## src/hw/rtl/merged_direction_rank_core_defines.svh

```systemverilog
// assertion macros used by the core rtl file
`ifndef MERGED_DIRECTION_RANK_CORE_DEFINES_SVH
`define MERGED_DIRECTION_RANK_CORE_DEFINES_SVH

// same-cycle implication, disabled while reset is held
`define MDR_ASSERT(lbl, ante, cons) \
  lbl: assert property (@(posedge clk_i) disable iff (!rst_ni) (ante) |-> (cons)) \
    else $error("mdr assertion failed");

// next-cycle implication, disabled while reset is held
`define MDR_ASSERT_NEXT(lbl, ante, cons) \
  lbl: assert property (@(posedge clk_i) disable iff (!rst_ni) (ante) |=> (cons)) \
    else $error("mdr assertion failed");

`endif

```

## src/hw/rtl/mdr_pkg.sv

```systemverilog
package mdr_pkg;

  // block limits
  localparam int MaxPartOrder = 4;
  localparam int MaxBases     = 15;

  // fixed field geometry
  localparam int FieldSlots = 4;
  localparam int MergedMax  = 2 * FieldSlots;
  localparam int CountW     = 3;
  localparam int BaseW      = 4;
  localparam int RankW      = 19;
  localparam int SumW       = RankW + $clog2(MergedMax);
  localparam int BaseVals   = 1 << BaseW;
  localparam longint unsigned RankMax = (64'd1 << RankW) - 64'd1;

  // effective clamp limits
  localparam int PartLim = (MaxPartOrder < FieldSlots) ? MaxPartOrder : FieldSlots;
  localparam int BaseLim = (MaxBases < BaseVals - 1) ? MaxBases : BaseVals - 1;

  localparam int InDataW  = 40;
  localparam int OutDataW = 24;

  // one input item, first field in the lowest bits
  typedef struct packed {
    logic [BaseW-1:0]  second_base_3;
    logic [BaseW-1:0]  second_base_2;
    logic [BaseW-1:0]  second_base_1;
    logic [BaseW-1:0]  second_base_0;
    logic [CountW-1:0] second_count;
    logic [BaseW-1:0]  first_base_3;
    logic [BaseW-1:0]  first_base_2;
    logic [BaseW-1:0]  first_base_1;
    logic [BaseW-1:0]  first_base_0;
    logic [CountW-1:0] first_count;
  } item_t;

  localparam int ItemW = $bits(item_t);

  // merged multiset, unused positions hold base zero
  typedef logic [MergedMax-1:0][BaseW-1:0] merged_t;

  // weight per position and base: C(base + k - 1, k + 1), saturated
  typedef logic [MergedMax-1:0][BaseVals-1:0][RankW-1:0] weight_tab_t;

  function automatic weight_tab_t build_weights();
    weight_tab_t       tab;
    longint unsigned   row [MergedMax+1];
    int                n;
    int                r;
    int                top;
    longint unsigned   val;
    tab = '0;
    for (int k = 0; k < MergedMax; k++) begin
      for (int b = 1; b < BaseVals; b++) begin
        n = b + k - 1;
        r = k + 1;
        for (int j = 0; j <= MergedMax; j++) begin
          row[j] = 64'd0;
        end
        row[0] = 64'd1;
        for (int i = 1; i <= n; i++) begin
          top = (i < r) ? i : r;
          for (int j = top; j >= 1; j--) begin
            row[j] = row[j] + row[j-1];
          end
        end
        val = row[r];
        if (val > RankMax) begin
          val = RankMax;
        end
        tab[k][b] = val[RankW-1:0];
      end
    end
    return tab;
  endfunction

  localparam weight_tab_t WeightTab = build_weights();

endpackage

```

## src/hw/rtl/mdr_merge.sv

```systemverilog
module mdr_merge
  import mdr_pkg::*;
(
  input  item_t   item_i,
  output merged_t merged_o
);

  logic [CountW-1:0]                 na;
  logic [CountW-1:0]                 nb;
  logic [FieldSlots-1:0][BaseW-1:0]  a_raw;
  logic [FieldSlots-1:0][BaseW-1:0]  b_raw;
  logic [FieldSlots-1:0][BaseW-1:0]  a;
  logic [FieldSlots-1:0][BaseW-1:0]  b;

  // clamp counts to the usable list length
  always_comb begin
    na = (item_i.first_count > CountW'(PartLim)) ? CountW'(PartLim) : item_i.first_count;
    nb = (item_i.second_count > CountW'(PartLim)) ? CountW'(PartLim) : item_i.second_count;
  end

  // clamp bases to the base limit
  assign a_raw = {item_i.first_base_3, item_i.first_base_2,
                  item_i.first_base_1, item_i.first_base_0};
  assign b_raw = {item_i.second_base_3, item_i.second_base_2,
                  item_i.second_base_1, item_i.second_base_0};

  always_comb begin
    for (int i = 0; i < FieldSlots; i++) begin
      a[i] = (a_raw[i] > BaseW'(BaseLim)) ? BaseW'(BaseLim) : a_raw[i];
      b[i] = (b_raw[i] > BaseW'(BaseLim)) ? BaseW'(BaseLim) : b_raw[i];
    end
  end

  // two-pointer merge, first list wins ties
  always_comb begin
    logic [CountW-1:0] ia;
    logic [CountW-1:0] ib;
    logic              a_left;
    logic              b_left;
    logic              take_a;
    ia       = '0;
    ib       = '0;
    merged_o = '0;
    for (int k = 0; k < MergedMax; k++) begin
      a_left = (ia < na);
      b_left = (ib < nb);
      take_a = a_left && (!b_left || (a[ia[1:0]] <= b[ib[1:0]]));
      if (take_a) begin
        merged_o[k] = a[ia[1:0]];
        ia          = ia + CountW'(1);
      end else if (b_left) begin
        merged_o[k] = b[ib[1:0]];
        ib          = ib + CountW'(1);
      end
    end
  end

endmodule

```

## src/hw/rtl/mdr_rank.sv

```systemverilog
module mdr_rank
  import mdr_pkg::*;
(
  input  merged_t          merged_i,
  output logic [RankW-1:0] rank_o
);

  logic [MergedMax-1:0][RankW-1:0] weight;
  logic [SumW-1:0]                 sum;

  // table lookup per position
  always_comb begin
    for (int k = 0; k < MergedMax; k++) begin
      weight[k] = WeightTab[k][merged_i[k]];
    end
  end

  // add all weights and saturate
  always_comb begin
    sum = '0;
    for (int k = 0; k < MergedMax; k++) begin
      sum = sum + SumW'(weight[k]);
    end
    rank_o = (sum > SumW'(RankMax)) ? RankW'(RankMax) : sum[RankW-1:0];
  end

endmodule

```

## src/hw/rtl/merged_direction_rank_core.sv

```systemverilog
// merged direction rank core
// input stream: one beat carries two sorted base lists with their counts;
// the lists are merged (first list wins ties) and the merged multiset is
// ranked colexicographically, sum over k of C(b_k + k - 1, k + 1), with the
// binomial weights taken from a constant table.
// output stream: one beat per input beat carrying direction_index, in order.
// path: an accepted input beat passes the input register, the merge
// register and the result register in turn before output tvalid rises.
// throughput: one beat per cycle unless the receiver stalls; the merge is
// an eight-step compare chain and the rank is a table lookup plus an
// eight-input adder, each between its own pair of registers.
// stall: when the receiver holds tready low, the pipeline keeps filling
// until every stage is occupied, then s_axis_tready drops; no beat is lost.
// reset: all stage valid bits clear, no output beat is pending.
`include "merged_direction_rank_core_defines.svh"

module merged_direction_rank_core
  import mdr_pkg::*;
(
  input  logic                clk_i,
  input  logic                rst_ni,
  // fields from bit 0: first_count, first_base_0..3, second_count,
  // second_base_0..3, zero fill
  input  logic [InDataW-1:0]  s_axis_tdata_i,
  input  logic                s_axis_tvalid_i,
  output logic                s_axis_tready_o,
  // fields from bit 0: direction_index, zero fill
  output logic [OutDataW-1:0] m_axis_tdata_o,
  output logic                m_axis_tvalid_o,
  input  logic                m_axis_tready_i
);

  logic             v0_q, v1_q, v2_q;
  logic             adv0, adv1, adv2;
  item_t            item_q;
  merged_t          merged_d, merged_q;
  logic [RankW-1:0] rank_d, rank_q;

  // stage advance chain
  assign adv2 = !v2_q || m_axis_tready_i;
  assign adv1 = !v1_q || adv2;
  assign adv0 = !v0_q || adv1;
  assign s_axis_tready_o = adv0;

  // stage valid bits
  always_ff @(posedge clk_i or negedge rst_ni) begin
    if (!rst_ni) begin
      v0_q <= 1'b0;
      v1_q <= 1'b0;
      v2_q <= 1'b0;
    end else begin
      if (adv0) begin
        v0_q <= s_axis_tvalid_i;
      end
      if (adv1) begin
        v1_q <= v0_q;
      end
      if (adv2) begin
        v2_q <= v1_q;
      end
    end
  end

  // input register
  always_ff @(posedge clk_i) begin
    if (adv0 && s_axis_tvalid_i) begin
      item_q <= item_t'(s_axis_tdata_i[ItemW-1:0]);
    end
  end

  // merge stage
  mdr_merge u_merge (
    .item_i   (item_q),
    .merged_o (merged_d)
  );

  always_ff @(posedge clk_i) begin
    if (adv1 && v0_q) begin
      merged_q <= merged_d;
    end
  end

  // rank stage
  mdr_rank u_rank (
    .merged_i (merged_q),
    .rank_o   (rank_d)
  );

  always_ff @(posedge clk_i) begin
    if (adv2 && v1_q) begin
      rank_q <= rank_d;
    end
  end

  // output beat
  assign m_axis_tdata_o  = {{(OutDataW-RankW){1'b0}}, rank_q};
  assign m_axis_tvalid_o = v2_q;

  // checks
  `MDR_ASSERT(empty_out_takes_input, !m_axis_tvalid_o, s_axis_tready_o)
  `MDR_ASSERT_NEXT(merge_moves_to_out, v1_q && !m_axis_tvalid_o, m_axis_tvalid_o)
  `MDR_ASSERT_NEXT(accept_fills_input, s_axis_tvalid_i && s_axis_tready_o, v0_q)

endmodule

```

## config.mk

```make
export PLATFORM = sky130hd
export DESIGN_NAME = merged_direction_rank_core
export DESIGN_NICKNAME = d
export VERILOG_FILES = /design/src/hw/rtl/mdr_pkg.sv /design/src/hw/rtl/mdr_merge.sv /design/src/hw/rtl/mdr_rank.sv /design/src/hw/rtl/merged_direction_rank_core.sv
export VERILOG_INCLUDE_DIRS = /design/src /design/src/hw/rtl
export SDC_FILE = /design/constraint.sdc
export NUM_CORES = 1
export LEC_CHECK = 0
export BUFFER_PORTS_ARGS = -buffer_cell sky130_fd_sc_hd__clkbuf_2
export CORE_ASPECT_RATIO = 0.6
export CORE_MARGIN = 3
export CORE_UTILIZATION = 40
export DETAILED_ROUTE_END_ITERATION = 12
export PLACE_DENSITY_LB_ADDON = 0.3
export SETUP_SLACK_MARGIN = 0.4
export SYNTH_ARGS = -nofsm -noshare
export SYNTH_HDL_FRONTEND = slang
export SYNTH_SLANG_ARGS = --single-unit
```

## constraint.sdc

```tcl
create_clock -name clk_i -period 21.8 [get_ports clk_i]
set_input_delay 4.36 -clock clk_i [delete_from_list [all_inputs] [get_ports clk_i]]
set_output_delay 4.36 -clock clk_i [all_outputs]
set_load 0.02 [all_outputs]
```

==> flow_metrics.py <==
metrics = {
    "detailed_routing": {
        "wirelength_um": 36660,
        "via_per_inst": 5.481,
        "vias": 10510,
        "drc": 0,
        "post_drt_wl_per_cell_um": 19.11,
        "detail_route.first_pass.iterations": 5,
        "drtIter0Drc": 1031,
        "drtAntennaViolNets": 0,
    },
    "critical_path": {
        "crit_buf_inv": 7,
        "cpMaxStageDelayCell": "or4_1",
        "end_kind": "flop",
        "start_kind": "flop",
        "critical_path.max_fanout": 12,
        "r2r-start": "item_q[23]",
        "critical_path.startpoint": "item_q[23]",
        "path_delay_family": "compound AO/OA/AOI/OAI gates",
        "worstRegToRegCells": 85,
        "r2r_slack_ns": 1.97,
        "crit_required_ns": 22.12,
        "worstSetupPathType": "reg2reg",
        "cp_data_arrival_time_ns": 20.16,
        "max_stage_delay_ns": 0.66,
        "worstReg2RegEnd": "u_rank.weight[147]",
        "path_common_cell": "ha_1",
    },
    "floorplanning": {
        "core-area_um2": 34350,
        "start_util_pct": 41.33,
        "die_area_um2": 37860,
        "die_w_um": 249.2,
        "rows": 52,
        "fp.dieH_um": 151.9,
        "ioPinCount": 70,
    },
    "logic_synthesis": {
        "synth_seq_cells": 189,
        "synth_cell_types": 90,
        "yosysWarnings": 0,
        "synth_edf_count": 89,
        "seq_area_frac_synth_pct": 33.03,
        "syn_inst": 1371,
        "synth_ff_type": "dfxtp_1",
        "postSynthAreaPerCell_um2": 10.36,
        "syn_area_um2": 14200,
        "synthArstFlopShare_pct": 1.587,
    },
    "cts": {
        "clk_latency_ns": 0.45,
        "cts_htree_levels": 4,
        "clock-sinks": 189,
        "cts_tree": "done",
        "numCtsBuffers": 17,
        "cts_buffer_depth": 2,
        "clk_pin_slew_ns": 0.07,
        "ctsHoldBuffers": 0,
        "cts_root_buf": "clkbuf_16",
    },
    "hold_path": {
        "min_path_cells": 1,
        "min_to": "v1_q",
        "min_from": "v0_q",
        "hp-class": "reg2reg",
    },
    "grt": {
        "track_usage_pct": 19.42,
        "grt_remaining_overflow": 0,
        "grt_start_max_net_pins": 65,
        "grt_first_pass_wirelength_um": 56900,
        "grt_antenna_before_repair": 0,
        "first_global_vias": 9977,
    },
    "placed_design": {
        "port_buffers": 62,
        "dp.final_hpwl_um": 29860,
        "dpl_worst_slack_ns": 0.3353,
        "place_congestion": 0.9353,
    },
    "finish": {
        "n_antenna_cell": 0,
        "drive_gt1_share_pct": 15.76,
        "nets": 1712,
        "fillers": 3217,
        "syn2layout_area_growth_pct": 10.90,
    },
    "timing": {
        "period_share_pct": 90.97,
        "tightestPinTransition_ns": 1.089,
        "holdWs_ns": 0.5059,
        "tns_ns": 0,
        "max_slew_margin_pct": 25.99,
        "layout_min_cycle_time_ns": 19.83,
        "finalSetupViolations": 0,
        "rsz0062_at_grt": "false",
        "worst_slack_ns": 1.968,
        "drv_slew": 0,
        "fmax_ghz": 0.05042,
        "finalHoldViolCount": 0,
        "skew_ns": 0.01309,
    },
    "outcome": {
        "status": "complete, no violations",
    },
    "job": {
        "max_cap_viol_count": 0,
    },
}
[worst reg2reg max path, delay by kind of cell, from the launching register on]
kind	cells	cell delay, ns
buffers and inverters	7	1.18
flip-flops	1	0.56
AO/OA/AOI/OAI	33	6.61
AND/OR/NAND/NOR	25	4.64
adder cells (fa/ha/maj)	10	3.27
multiplexers	10	3.48
[cells by family (layout without fill, tap and decap cells)]
group | after synthesis | in the layout | share of synthesized area, %
other cells | 1 | 5 | 0.02641
mux | 128 | 128 | 11.93
fa+ha+maj | 222 | 222 | 22.68
flops | 189 | 189 | 33.03
xor+xnor | 31 | 31 | 2.230
buf+inv | 182 | 266 | 5.138
compound gates | 285 | 285 | 13.54
simple gates | 333 | 333 | 11.42
[metrics by stage]
stage	cells	area (um2)	util (%)
finish	1918	15750	45.83
global route	1918	15750	45.83
CTS	1913	15650	45.55
detailed placement	1881	15080	43.89
global placement	1881	15080	43.89
floorplan	1375	14210	-
[state kept, by name (all words and copies together), names as in the netlist]
register and flops:
item_q 38, m_axis_tvalid_o 1, merged_q 32, rank_q 19, u_rank.weight 97, v0_q 1, v1_q 1
[synthesized netlist by cell type (10+ instances only)]
cell / number / area [um2]
a211oi_1: 15 / 112.6
dfxtp_1: 97 / 1942
mux2i_1: 76 / 760.7
and2_1: 20 / 125.1
mux2_2: 18 / 202.7
nor2b_1: 24 / 150.1
o22ai_1: 17 / 106.4
a21oi_1: 62 / 310.3
o21ai_0: 73 / 365.4
nor2_1: 88 / 330.3
fa_1: 59 / 1181
mux4_2: 29 / 653.1
clkbuf_1: 18 / 67.56
edfxtp_1: 89 / 2673
a22o_1: 10 / 87.58
nand2b_1: 23 / 143.9
nand3_1: 16 / 80.08
ha_1: 163 / 2039
xnor2_1: 21 / 183.9
nand2_1: 108 / 405.4
o211ai_1: 11 / 82.58
a21o_1: 13 / 97.59
inv_1: 133 / 499.2
nor3_1: 14 / 70.07
[layout make-up]
| cell class | count | area [um2] | area share (%) |
|---|---|---|---|
| clock buffers | 18 | 439.2 | 2.789 |
| well taps | 459 | 574.3 | 3.647 |
| clock inverters | 14 | 126.4 | 0.8026 |
| inverters | 146 | 548.0 | 3.481 |
| flip-flops and latches | 189 | 4690 | 29.78 |
| repair buffers | 88 | 505.5 | 3.210 |
| multi-input cells | 1004 | 8862 | 56.29 |
[how the worst max path moves through the flow]
| stage | endpoint | slack (ns) | cells past startpoint |
|---|---|---|---|
| 2_1_floorplan | u_rank.weight[136] | 3.56 | 87 |
| 4_1_cts | u_rank.weight[134] | 0.47 | 80 |
| 5_1_grt | u_rank.weight[136] | 0.59 | 82 |
| 3_5_place_dp | u_rank.weight[134] | 0.34 | 79 |
| 6_report | u_rank.weight[147] | 1.97 | 85 |
| 3_3_place_gp | u_rank.weight[147] | 0.62 | 80 |
[per-layer routing]
layer  vias up  wire [um]  track usage [%]
met4         0        272            3.422
met3        24       4267            6.920
met5         -          0                0
li1       5026          -                -
met1      5077      18770            31.14
met2       386      13360            24.47
[layout by cell type, fill, tap and decap left out, types with 6 or more instances in the layout]
cell	Yosys	layout
mux2_2	18	18
o21a_1	9	9
a22o_1	10	10
xnor2_1	21	21
o22ai_1	17	17
o21ai_1	8	8
inv_2	9	10
nor2_1	88	85
inv_1	133	133
clkbuf_2	0	62
ha_1	163	162
nand3_1	16	16
and2_1	20	19
a211oi_1	15	15
nor2b_1	24	23
nand2b_1	23	23
mux2i_2	4	6
dfxtp_1	97	97
fa_1	59	59
nand2_1	108	108
a21oi_1	62	59
clkbuf_16	0	17
o211ai_1	11	11
a21boi_0	9	9
buf_4	6	26
nor3_1	14	13
mux4_2	29	29
a31oi_1	6	6
o21ai_0	73	73
xor2_1	7	7
mux2i_1	76	73
edfxtp_1	89	89
a21o_1	13	13
[what timing repair did]
action                     4_1_cts  5_1_grt
gates resized for setup          1       16
pin swaps                        0        1
setup endpoints to repair       16       38
buffers inserted                 0        5
Power is left out: the tool's default activity adds up to more than one toggle a clock period on the data nets, which glitch-free logic cannot reach.
